<file path="config.mk">
export PLATFORM = sky130hd
export DESIGN_NAME = firmware_block_scrambler
export DESIGN_NICKNAME = d
export VERILOG_FILES = /design/src/rtl/fbs_pkg.sv /design/src/rtl/fbs_front.sv /design/src/rtl/fbs_queue.sv /design/src/rtl/fbs_back.sv /design/src/rtl/firmware_block_scrambler.sv
export SDC_FILE = /design/constraint.sdc
export NUM_CORES = 1
export LEC_CHECK = 0
export BUFFER_PORTS_ARGS = -buffer_cell sky130_fd_sc_hd__buf_2
export CORE_ASPECT_RATIO = 2
export CORE_MARGIN = 5
export CORE_UTILIZATION = 35
export CTS_BUF_LIST = sky130_fd_sc_hd__clkbuf_16
export DETAILED_ROUTE_END_ITERATION = 10
export HOLD_SLACK_MARGIN = 0.02
export PLACE_DENSITY = 0.59
export SYNTH_ARGS = -nofsm -noshare
export SYNTH_HDL_FRONTEND = slang
export SYNTH_SLANG_ARGS = --single-unit
</file>
<file path="constraint.sdc">
create_clock -name clk -period 37.1 [get_ports clk]
set_input_delay 7.42 -clock clk [delete_from_list [all_inputs] [get_ports clk]]
set_output_delay 7.42 -clock clk [all_outputs]
set_load 0.05 [all_outputs]
</file>
<file path="src/rtl/fbs_pkg.sv">
// shared types and constants of the firmware block scrambler
// no dependencies
package fbs_pkg;

  localparam int BLK_LEN = 16;
  localparam int POS_W   = 4;
  localparam int ENC_OFS = 12;  // encode reads plaintext twelve places on, four back
  localparam int DEC_ROT = 4;   // decode emits the block rotated by four

  typedef logic [BLK_LEN-1:0][7:0] blk_bytes_t;

  // fixed block key, entry 0 in the low byte
  localparam blk_bytes_t KEY = {
    8'h61, 8'h74, 8'h73, 8'h4d, 8'h84, 8'h25, 8'h46, 8'ha3,
    8'h4e, 8'h35, 8'h6b, 8'h49, 8'h43, 8'hc4, 8'h36, 8'h7a
  };

  typedef struct packed {
    logic [7:0] data_byte;
    logic       first;
  } in_req_t;

  typedef struct packed {
    logic [7:0] out_byte;
    logic       last_of_block;
    logic       segment_end;
    logic [7:0] segment_checksum;
  } out_req_t;

  // one finished block, bytes already in output order
  typedef struct packed {
    blk_bytes_t data;
    logic       seg_end;
    logic [7:0] checksum;
  } blk_entry_t;

endpackage

</file>
<file path="src/rtl/fbs_front.sv">
// front part: takes request bytes, assembles blocks, chains and keys them
// depends on fbs_pkg
module fbs_front import fbs_pkg::*; #(
  parameter int BLOCKS_PER_SEGMENT = 32
) (
  input  logic       clk,
  input  logic       rst,
  input  logic       cfg_we,
  input  logic       cfg_wdata,
  input  logic       in_valid,
  output logic       in_stall,
  input  in_req_t    in_req,
  input  logic       q_full,
  output logic       push,
  output blk_entry_t push_entry
);

  localparam int CNT_W = (BLOCKS_PER_SEGMENT > 1) ? $clog2(BLOCKS_PER_SEGMENT) : 1;
  localparam logic [CNT_W-1:0] LAST_BLK = CNT_W'(BLOCKS_PER_SEGMENT - 1);
  localparam logic [POS_W-1:0] LAST_POS = POS_W'(BLK_LEN - 1);

  logic             dir;
  logic [POS_W-1:0] pos;
  logic [CNT_W-1:0] blk_cnt;
  logic [7:0]       run_sum;
  logic [7:0]       psum_enc;
  logic [7:0]       psum_dec;
  blk_bytes_t       chain;
  blk_bytes_t       fill;

  logic             accept;
  logic [POS_W-1:0] pos_eff;
  logic [CNT_W-1:0] cnt_eff;
  logic [7:0]       run_eff;
  logic [7:0]       psum_enc_eff;
  logic [7:0]       psum_dec_eff;
  blk_bytes_t       chain_eff;
  logic [7:0]       plain_dec;
  logic             last;
  blk_bytes_t       blk;
  blk_bytes_t       res;
  blk_bytes_t       newc;
  blk_bytes_t       emit;
  logic [7:0]       blk_sum;
  logic             seg_end;

  assign in_stall = q_full && (pos == LAST_POS);
  assign accept   = in_valid && !in_stall;

  always_comb begin
    pos_eff      = in_req.first ? '0 : pos;
    cnt_eff      = in_req.first ? '0 : blk_cnt;
    run_eff      = in_req.first ? '0 : run_sum;
    psum_enc_eff = in_req.first ? '0 : psum_enc;
    psum_dec_eff = in_req.first ? '0 : psum_dec;
    chain_eff    = in_req.first ? '0 : chain;
    // decoded plaintext of this byte; both partial sums run so the
    // direction only matters on the block's last byte
    plain_dec = in_req.data_byte ^ KEY[pos_eff] ^ chain_eff[pos_eff];
    last = (pos_eff == LAST_POS);
    blk = fill;
    blk[BLK_LEN-1] = in_req.data_byte;
    for (int i = 0; i < BLK_LEN; i++) begin
      if (dir) begin
        newc[i] = blk[POS_W'(i + ENC_OFS)] ^ chain_eff[i];
        res[i]  = newc[i] ^ KEY[i];
      end else begin
        newc[i] = blk[i] ^ KEY[i];
        res[i]  = newc[i] ^ chain_eff[i];
      end
    end
    for (int i = 0; i < BLK_LEN; i++) begin
      emit[i] = dir ? res[i] : res[POS_W'(i + DEC_ROT)];
    end
    blk_sum = run_eff + (dir ? (psum_enc_eff + in_req.data_byte)
                             : (psum_dec_eff + plain_dec));
    seg_end = (cnt_eff == LAST_BLK);
  end

  assign push                = accept && last;
  assign push_entry.data     = emit;
  assign push_entry.seg_end  = seg_end;
  assign push_entry.checksum = seg_end ? blk_sum : 8'd0;

  always_ff @(posedge clk) begin
    if (rst) begin
      dir      <= 1'b0;
      pos      <= '0;
      blk_cnt  <= '0;
      run_sum  <= '0;
      psum_enc <= '0;
      psum_dec <= '0;
      chain    <= '0;
    end else begin
      if (cfg_we) begin
        dir <= cfg_wdata;
      end
      if (accept) begin
        pos <= pos_eff + POS_W'(1);
        if (last) begin
          psum_enc <= '0;
          psum_dec <= '0;
          chain    <= seg_end ? '0 : newc;
          blk_cnt  <= seg_end ? '0 : cnt_eff + CNT_W'(1);
          run_sum  <= seg_end ? '0 : blk_sum;
        end else begin
          psum_enc <= psum_enc_eff + in_req.data_byte;
          psum_dec <= psum_dec_eff + plain_dec;
          chain    <= chain_eff;
          blk_cnt  <= cnt_eff;
          run_sum  <= run_eff;
        end
      end
    end
  end

  always_ff @(posedge clk) begin
    if (accept) begin
      fill[pos_eff] <= in_req.data_byte;
    end
  end

endmodule

</file>
<file path="src/rtl/fbs_queue.sv">
// two-entry block queue between front and back
// depends on fbs_pkg
module fbs_queue import fbs_pkg::*; (
  input  logic       clk,
  input  logic       rst,
  input  logic       push,
  input  blk_entry_t push_entry,
  output logic       full,
  output logic       q_valid,
  output blk_entry_t head,
  input  logic       pop
);

  blk_entry_t  mem [2];
  logic        wr_ptr;
  logic        rd_ptr;
  logic [1:0]  cnt;

  assign full    = (cnt == 2'd2);
  assign q_valid = (cnt != 2'd0);
  assign head    = mem[rd_ptr];

  always_ff @(posedge clk) begin
    if (rst) begin
      wr_ptr <= 1'b0;
      rd_ptr <= 1'b0;
      cnt    <= '0;
    end else begin
      if (push) begin
        wr_ptr <= !wr_ptr;
      end
      if (pop) begin
        rd_ptr <= !rd_ptr;
      end
      cnt <= cnt + 2'(push) - 2'(pop);
    end
  end

  always_ff @(posedge clk) begin
    if (push) begin
      mem[wr_ptr] <= push_entry;
    end
  end

endmodule

</file>
<file path="src/rtl/fbs_back.sv">
// back part: walks the head block one byte a cycle, unless stalled, into the output register
// depends on fbs_pkg
module fbs_back import fbs_pkg::*; (
  input  logic       clk,
  input  logic       rst,
  input  logic       q_valid,
  input  blk_entry_t head,
  output logic       pop,
  output logic       out_valid,
  input  logic       out_stall,
  output out_req_t   out_req
);

  localparam logic [POS_W-1:0] LAST_POS = POS_W'(BLK_LEN - 1);

  logic [POS_W-1:0] idx;
  logic             load;
  logic             idx_last;

  assign load     = q_valid && (!out_valid || !out_stall);
  assign idx_last = (idx == LAST_POS);
  assign pop      = load && idx_last;

  always_ff @(posedge clk) begin
    if (rst) begin
      idx       <= '0;
      out_valid <= 1'b0;
    end else begin
      if (load) begin
        idx       <= idx + POS_W'(1);
        out_valid <= 1'b1;
      end else if (!out_stall) begin
        out_valid <= 1'b0;
      end
    end
  end

  always_ff @(posedge clk) begin
    if (load) begin
      out_req.out_byte         <= head.data[idx];
      out_req.last_of_block    <= idx_last;
      out_req.segment_end      <= head.seg_end;
      out_req.segment_checksum <= head.checksum;
    end
  end

endmodule

</file>
<file path="src/rtl/firmware_block_scrambler.sv">
// a block's 16th input byte queues it; its first byte then enters the output register
// one byte per cycle in and out, sustained across blocks, while out_stall stays low
// the back part emits one stored block byte per unstalled cycle from the two-block queue
// rst is synchronous: direction back to decode, chain, position, counts and sums cleared
// depends on fbs_pkg, fbs_front, fbs_queue, fbs_back
module firmware_block_scrambler import fbs_pkg::*; #(
  parameter int BLOCKS_PER_SEGMENT = 32
) (
  input  logic     clk,
  input  logic     rst,
  // direction register, 0 decode and 1 encode
  input  logic     cfg_we,
  input  logic     cfg_wdata,
  // input requests, one image byte each
  input  logic     in_valid,
  output logic     in_stall,
  input  in_req_t  in_req,
  // output requests, sixteen per finished block
  output logic     out_valid,
  input  logic     out_stall,
  output out_req_t out_req
);

  // front to queue
  logic       push;
  blk_entry_t push_entry;
  logic       q_full;
  // queue to back
  logic       q_valid;
  blk_entry_t head;
  logic       pop;

  // byte assembly, chaining and keying of a whole block on its last byte;
  // the front only stalls while pos is at a block's last byte and both queue slots hold blocks
  fbs_front #(
    .BLOCKS_PER_SEGMENT(BLOCKS_PER_SEGMENT)
  ) u_front (
    .clk       (clk),
    .rst       (rst),
    .cfg_we    (cfg_we),
    .cfg_wdata (cfg_wdata),
    .in_valid  (in_valid),
    .in_stall  (in_stall),
    .in_req    (in_req),
    .q_full    (q_full),
    .push      (push),
    .push_entry(push_entry)
  );

  // double buffering of finished blocks so front and back stall apart
  fbs_queue u_queue (
    .clk       (clk),
    .rst       (rst),
    .push      (push),
    .push_entry(push_entry),
    .full      (q_full),
    .q_valid   (q_valid),
    .head      (head),
    .pop       (pop)
  );

  // serialization through the output register
  fbs_back u_back (
    .clk      (clk),
    .rst      (rst),
    .q_valid  (q_valid),
    .head     (head),
    .pop      (pop),
    .out_valid(out_valid),
    .out_stall(out_stall),
    .out_req  (out_req)
  );

endmodule

</file>
Word-level counts from Yosys, hierarchy flattened
Memory sizes are Yosys's and may differ from the RTL's. A register that Yosys moved wholly into a read port is not among the register bits.
Index checks and enable logic that the tools add are counted.

storage, ports and cells
  ROM bits = 128
  register bits after elaboration = 317
  logic and storage cells = 191
  input bits = 15
  output and inout bits = 20
  memories = 2
  memory bits (writable) = 274

memory list
  name              depth  bits a word  rd ports  clocked after Yosys merged registers in  write ports  RTL line         source
  u_queue.mem       2      137          1         1                                        1            fbs_queue.sv:14  blk_entry_t mem [2];
  (name not given)  16     8            1         0                                        0            fbs_front.sv:59  plain_dec = in_req.data_byte ^ KEY[pos_eff] ^ chain_eff[pos_eff];

cells by class
  equal/unequal tests = 6
  $lt $le $gt $ge = 3
  reductions and logical operators = 13
  $add $sub $neg = 8
  bitwise logic cells = 42
  muxes and demuxes = 70

operators with widths
  cell                 number
  $mux 8               53
  $mux 128             3
  $xor 8x8->8          18
  $bwmux 128           1
  $bmux 8 s4           2
  $not 4->4            9
  $demux 8 s4          1
  $not 3->3            9
  $add 8x8->8          3
  $not 5->5            4
  $mux 5               3
  $eq 4x4->1 const B   3
  $lt 4x5->1 const B   2
  $add 4x1->4 const B  2
  $logic_and 1x1->1    6
  $mux 1               6
  $add 5x1->5 const B  1
  $eq 5x5->1 const B   1
  $logic_not 1->1      5
  $ge 4x1->1 const B   1
  $mux 4               1
  $not 2->2            2
  $add 2x1->2          1
  $eq 2x2->1 const B   1
  other kinds (4)      4

Depth between registers and ports, before layout
  depth in word-level cells = 10
  mapped depth = 27
  mapped depth without buffers = 25

Modules after synthesis
Synthesis repeated with hierarchy kept, for this count alone.

unflattened totals
  cells, all modules = 2155
  area total of the unflattened synthesis = 27338.7 um2

by module, submodules not included
  module     sequential area each (um2)  times used  area each (um2)  cells an instance
  fbs_front  6846.6                      1           15376.0          1594
  fbs_queue  8328.0                      1           10183.5          447
  fbs_back   640.6                       1           1779.2           114

Worst setup path after synthesis
No wires, ideal clock.

  path kind = input to register
  start = in in_req[0] (netlist name)
  end = mem u_queue.mem[0][0] (netlist name), enable pin
  path slack = 19.086 ns
  cell stages on the path = 4
  required time = 36.300 ns
  library setup time = 0.800 ns
  buffers on the path = 1
  arrival = 17.214 ns
  cells stage by stage = inv_1 > clkbuf_1 > nand2_1 > nor3_1

between the ends
  cells in the longest elaborated chain, start to end = 5

ends and longest elaborated chain
  element                       RTL line                        source
  start, declared               firmware_block_scrambler.sv:17  input in_req_t in_req,
  $mux 4                        fbs_front.sv:51                 pos_eff = in_req.first ? '0 : pos;
  $eq 4x4->1                    fbs_front.sv:60                 last = (pos_eff == LAST_POS);
  $logic_and 1x1->1             fbs_front.sv:80                 assign push = accept && last;
  $mux 1                        fbs_queue.sv:40                 if (push) begin
  $mux 1 (implied by the code)  fbs_queue.sv:41                 mem[wr_ptr] <= push_entry;
  end, declared                 fbs_queue.sv:14

No other way between the ends.

==> impl_metrics.csv <==
group,metric,value,unit
floorplanning,dieWidth,205,um
clock_tree,maximum_level_of_the_cts_h_tree,2,
grt,first_global_vias,17500,
clock_tree,clockBufferDepth,3,
drt,drt_wl_total,69.8,mm
synthesis,netlist_top_cells_area,"sky130_fd_sc_hd__edfxtp_1 (46%), sky130_fd_sc_hd__dfxtp_1 (13%), sky130_fd_sc_hd__mux4_2 (7.8%), sky130_fd_sc_hd__xnor2_1 (5.1%), sky130_fd_sc_hd__nor2_1 (3.9%)",
final_layout,stdcell_count,3149,
setup_path,crit_fanout,13,
sta,finalSetupViolations,0,
floorplanning,rows,143,
sta,rsz0062_at_grt,"false",
synthesis,synthesis.nets,2152,
floorplanning,start_util,35.2,%
setup_path,path_class,"in2reg",
clock_tree,post_cts_buffers,0,
setup_path,crit_path_end_kind,"register",
setup_path,cp.arrival,12.67,ns
final_layout,drive_gt1_share,14.1,%
synthesis,synth-compound-area-share,9.11,%
sta,fin_crit_sh,33.2,%
sta,achievable-frequency,81.1,MHz
clock_tree,clock_pin_transition_on_the_worst_setup_and_hold_timing_paths,0.07,ns
power,ir_worst_vdd,0.0000306,V
grt,overflow,0,
synthesis,ff_latch_count_synth,584,
floorplanning,pin_count,35,
clock_tree,cts_root_buffer,"sky130_fd_sc_hd__clkbuf_16",
drt,antenna_violating_nets_post_route,0,
sta,timing.final.hold_violations,0,
drt,drtPass1Iterations,5,
synthesis,yosys.area_share.adder,1.54,%
power,portion_of_total_power_attributed_to_sequential_cells,52.2,%
drt,drcViolationCount,0,
clock_tree,numCtsBuffers,50,
synthesis,synthesized_cell_area,0.0266,mm2
grt,groute.usage.overall,17.0,%
run,timing.max_cap.violations,0,
power,total_leakage_power,9.64,nW
sta,timing.max_slew.rel_slack,15.6,%
clock_tree,numClockSinks,584,
power,power_switching_share,22.5,%
setup_path,timing.critical_path.mode_cell,"sky130_fd_sc_hd__xnor2_1",
final_layout,n_antenna_cell,0,
synthesis,synth_xor_xnor_area_share,6.57,%
grt,grt_max_degree,131,
synthesis,ys_warn_count,0,
synthesis,synthDominantCellAreaShare,46.5,%
setup_path,startpoint_type,"primary input",
placement,count_of_placed_standard_cells_including_taps,3055,
clock_tree,ctsResizeCount,0,
synthesis,main_combinational_cell_family_by_area_after_synthesis,"multiplexers",
setup_path,slowest_delay,0.78,ns
synthesis,postSynthAreaPerCell,12.6,um2
synthesis,synth_flop_cell,"sky130_fd_sc_hd__edfxtp_1",
synthesis,synthesis.instances,2106,
power,power_frac_comb,5.8,%
synthesis,ys_async_sr_fraction,0,%
drt,route.vias.total,16700,
floorplanning,core_region_area,0.0757,mm2
drt,dr.first_iter.drc_count,1181,
power,clock_power_share,42.1,%
setup_path,critical-path-slowest-cell,"sky130_fd_sc_hd__nor2b_1",
drt,avgRoutedWirePerCell,22.2,um
synthesis,yosysTopAreaCell,"sky130_fd_sc_hd__edfxtp_1",
clock_tree,cts_tree,"yes",
final_layout,area_growth_syn_to_layout,11.3,%
grt,antenna_found_initial,1,
drt,post_drt_via_cell_ratio,5.30,
power,report.power.total,1.34,mW
final_layout,layout.nets,2138,
power,powerDensity,45.3,mW/mm2
sta,post_route_minimum_period,12.34,ns
synthesis,yosys.cell_types.count,70,
power,netSwitchingPower,0.302,mW
outcome,status,"completed",
placement,port_buffers,34,
synthesis,synth_edf_count,412,
sta,report.final.slew_viol_count,0,
synthesis,post_synth_and_or_nand_nor_area_fraction,9.84,%
clock_tree,hold_buffers,0,
placement,dpl.hpwl,45.8,mm
floorplanning,die_h,400,um
sta,post_route_setup_tns,0,ns
setup_path,critPathRequiredTime,37.44,ns
final_layout,final_common_cell,"sky130_fd_sc_hd__edfxtp_1",
synthesis,synth.area.mux_share,11.0,%
grt,grt_pass1_wl,107,mm
floorplanning,fp.dieArea,0.0820,mm2
final_layout,mostFrequentLayoutCells,"sky130_fd_sc_hd__edfxtp_1 (412), sky130_fd_sc_hd__nor2_1 (267), sky130_fd_sc_hd__dfxtp_1 (167), sky130_fd_sc_hd__xnor2_1 (155), sky130_fd_sc_hd__a21oi_1 (147)",
clock_tree,worst_skew_late_latency,0.61,ns
placement,gp_routability_congestion,0.878,
setup_path,path_cells,"buf_4 -> nor2b_1 -> inv_2 -> ha_1 -> and3_1 -> a2111oi_0 -> xnor2_1 -> xnor2_1 -> fa_1 -> a21o_1 -> a21oi_1 -> xnor2_1 -> o21ai_0 -> ha_1 -> nand3_1 -> o211ai_1 -> o41ai_1 -> xnor2_1 -> or3_1 -> nand4_2 -> nor3_1",
final_layout,final_core_util,39.2,%
min_path,hold_class,"reg2reg",
sta,timing.clock.skew,0.0240,ns
power,cell_internal_power,1.04,mW
synthesis,synth_seq_area_share,59.4,%
sta,worstMarginPinSlew,1.27,ns
==> Yosys cell counts (3+ instances only) <==
cell and number:
sky130_fd_sc_hd__nor2_1 274, sky130_fd_sc_hd__a22oi_1 77, sky130_fd_sc_hd__clkbuf_1 91, sky130_fd_sc_hd__ha_1 28, sky130_fd_sc_hd__o22ai_1 5, sky130_fd_sc_hd__a21o_1 5, sky130_fd_sc_hd__and3_1 5, sky130_fd_sc_hd__edfxtp_1 412
sky130_fd_sc_hd__a211oi_1 12, sky130_fd_sc_hd__and2_1 6, sky130_fd_sc_hd__nand3b_1 3, sky130_fd_sc_hd__o211ai_1 3, sky130_fd_sc_hd__xor2_1 43, sky130_fd_sc_hd__or3_1 7, sky130_fd_sc_hd__a31oi_1 3, sky130_fd_sc_hd__o21ai_1 3
sky130_fd_sc_hd__xnor2_1 155, sky130_fd_sc_hd__a21oi_1 148, sky130_fd_sc_hd__mux2i_1 48, sky130_fd_sc_hd__nand3_1 11, sky130_fd_sc_hd__mux2_2 32, sky130_fd_sc_hd__fa_1 3, sky130_fd_sc_hd__o21a_1 4, sky130_fd_sc_hd__buf_1 21
sky130_fd_sc_hd__mux4_2 92, sky130_fd_sc_hd__dfxtp_1 172, sky130_fd_sc_hd__buf_4 5, sky130_fd_sc_hd__nor3_1 26, sky130_fd_sc_hd__a2bb2oi_1 20, sky130_fd_sc_hd__o221ai_1 4, sky130_fd_sc_hd__nand2_1 114, sky130_fd_sc_hd__o21bai_1 4
sky130_fd_sc_hd__nand2b_1 5, sky130_fd_sc_hd__a32oi_1 16, sky130_fd_sc_hd__o21ai_0 51, sky130_fd_sc_hd__inv_1 23, sky130_fd_sc_hd__nor2b_1 108, sky130_fd_sc_hd__buf_2 20, sky130_fd_sc_hd__a221oi_1 6
==> layout make-up <==
| cell class | instances | area [um2] |
|---|---|---|
| Clock buffer | 52 | 1300 |
| Clock inverter | 42 | 455 |
| Fill cell | 7030 | 46000 |
| Inverter | 26 | 97.6 |
| Multi-Input combinational cell | 1358 | 10200 |
| Sequential cell | 584 | 15800 |
| Tap cell | 1015 | 1270 |
| Timing Repair Buffer | 72 | 477 |
==> state kept, by name, indices dropped and copies added (netlist names), named ones only <==
name,flops
u_front.pos,4
u_front.run_sum,8
u_queue.wr_ptr,1
u_front.blk_cnt,5
u_back.out_req,18
u_front.dir,1
u_back.out_valid,1
u_front.psum_enc,8
u_back.idx,4
u_queue.cnt,2
u_queue.mem,274
u_queue.rd_ptr,1
u_front.blk,120
u_front.chain,128
u_front.psum_dec,8
==> cell families (layout without fill, tap and decap cells) <==
family,Yosys count,count (layout)
adder cells (fa/ha/maj),31,31
AND/OR/NAND/NOR,575,575
buffers and inverters,164,192
multiplexers,173,173
XOR/XNOR,199,199
AO/OA/AOI/OAI,380,380
flip-flops,584,584
==> metrics by stage <==
| stage | instance area [um2] | setup WS [ns] | hold slack [ns] |
|---|---|---|---|
| global placement | 27900 | 24.31 | 0.435 |
| global route | 29600 | 24.15 | 0.469 |
| finish | 29600 | 24.76 | 0.449 |
| floorplan | 26600 | 19.09 | 0.427 |
| CTS | 29600 | 24.82 | 0.451 |
| detailed placement | 27900 | 24.21 | 0.441 |
==> worst paths after layout <==
path | from | end | slack [ns] | cells past startpoint
min | u_front.psum_dec[1] | u_front.psum_dec[1] | 0.45 | 2
min reg2reg | u_front.psum_dec[1] | u_front.psum_dec[1] | 0.45 | 2
max reg2reg | u_front.pos[1] | u_queue.mem[1][7] | 30.28 | 22
max | in_req[0] | u_queue.mem[1][7] | 24.76 | 21
==> power groups by stage <==
stage	clock (mW)	sequential, mW	combinational, mW
after global placement	0	0.715	0.0761
after CTS	0.579	0.700	0.0777
after global routing	0.601	0.700	0.0836
final	0.564	0.700	0.0773
after detailed placement	0	0.715	0.0775
after floorplan	0	0.713	0.0527
==> routing by layer <==
| layer | share of wire [%] | vias up | global-route usage, % | wire [um] |
|---|---|---|---|---|
| met5 | 0 | - | 0 | 0 |
| met4 | 5.7 | 0 | 8.66 | 3960 |
| met3 | 3.5 | 169 | 1.50 | 2460 |
| met2 | 55 | 434 | 32.1 | 38100 |
| met1 | 36 | 8402 | 18.7 | 25300 |
| li1 | - | 7690 | - | - |
==> critical path: cells and delay by family <==
kind	cells	cell delay, ns
buffers and inverters	2	0.41
adders and majority gates	3	1.04
AOI/OAI and AO/OA	6	1.41
and+or+nand+nor	6	1.63
xor gates and xnor gates	4	0.72
(Power assumes the default switching activity.)
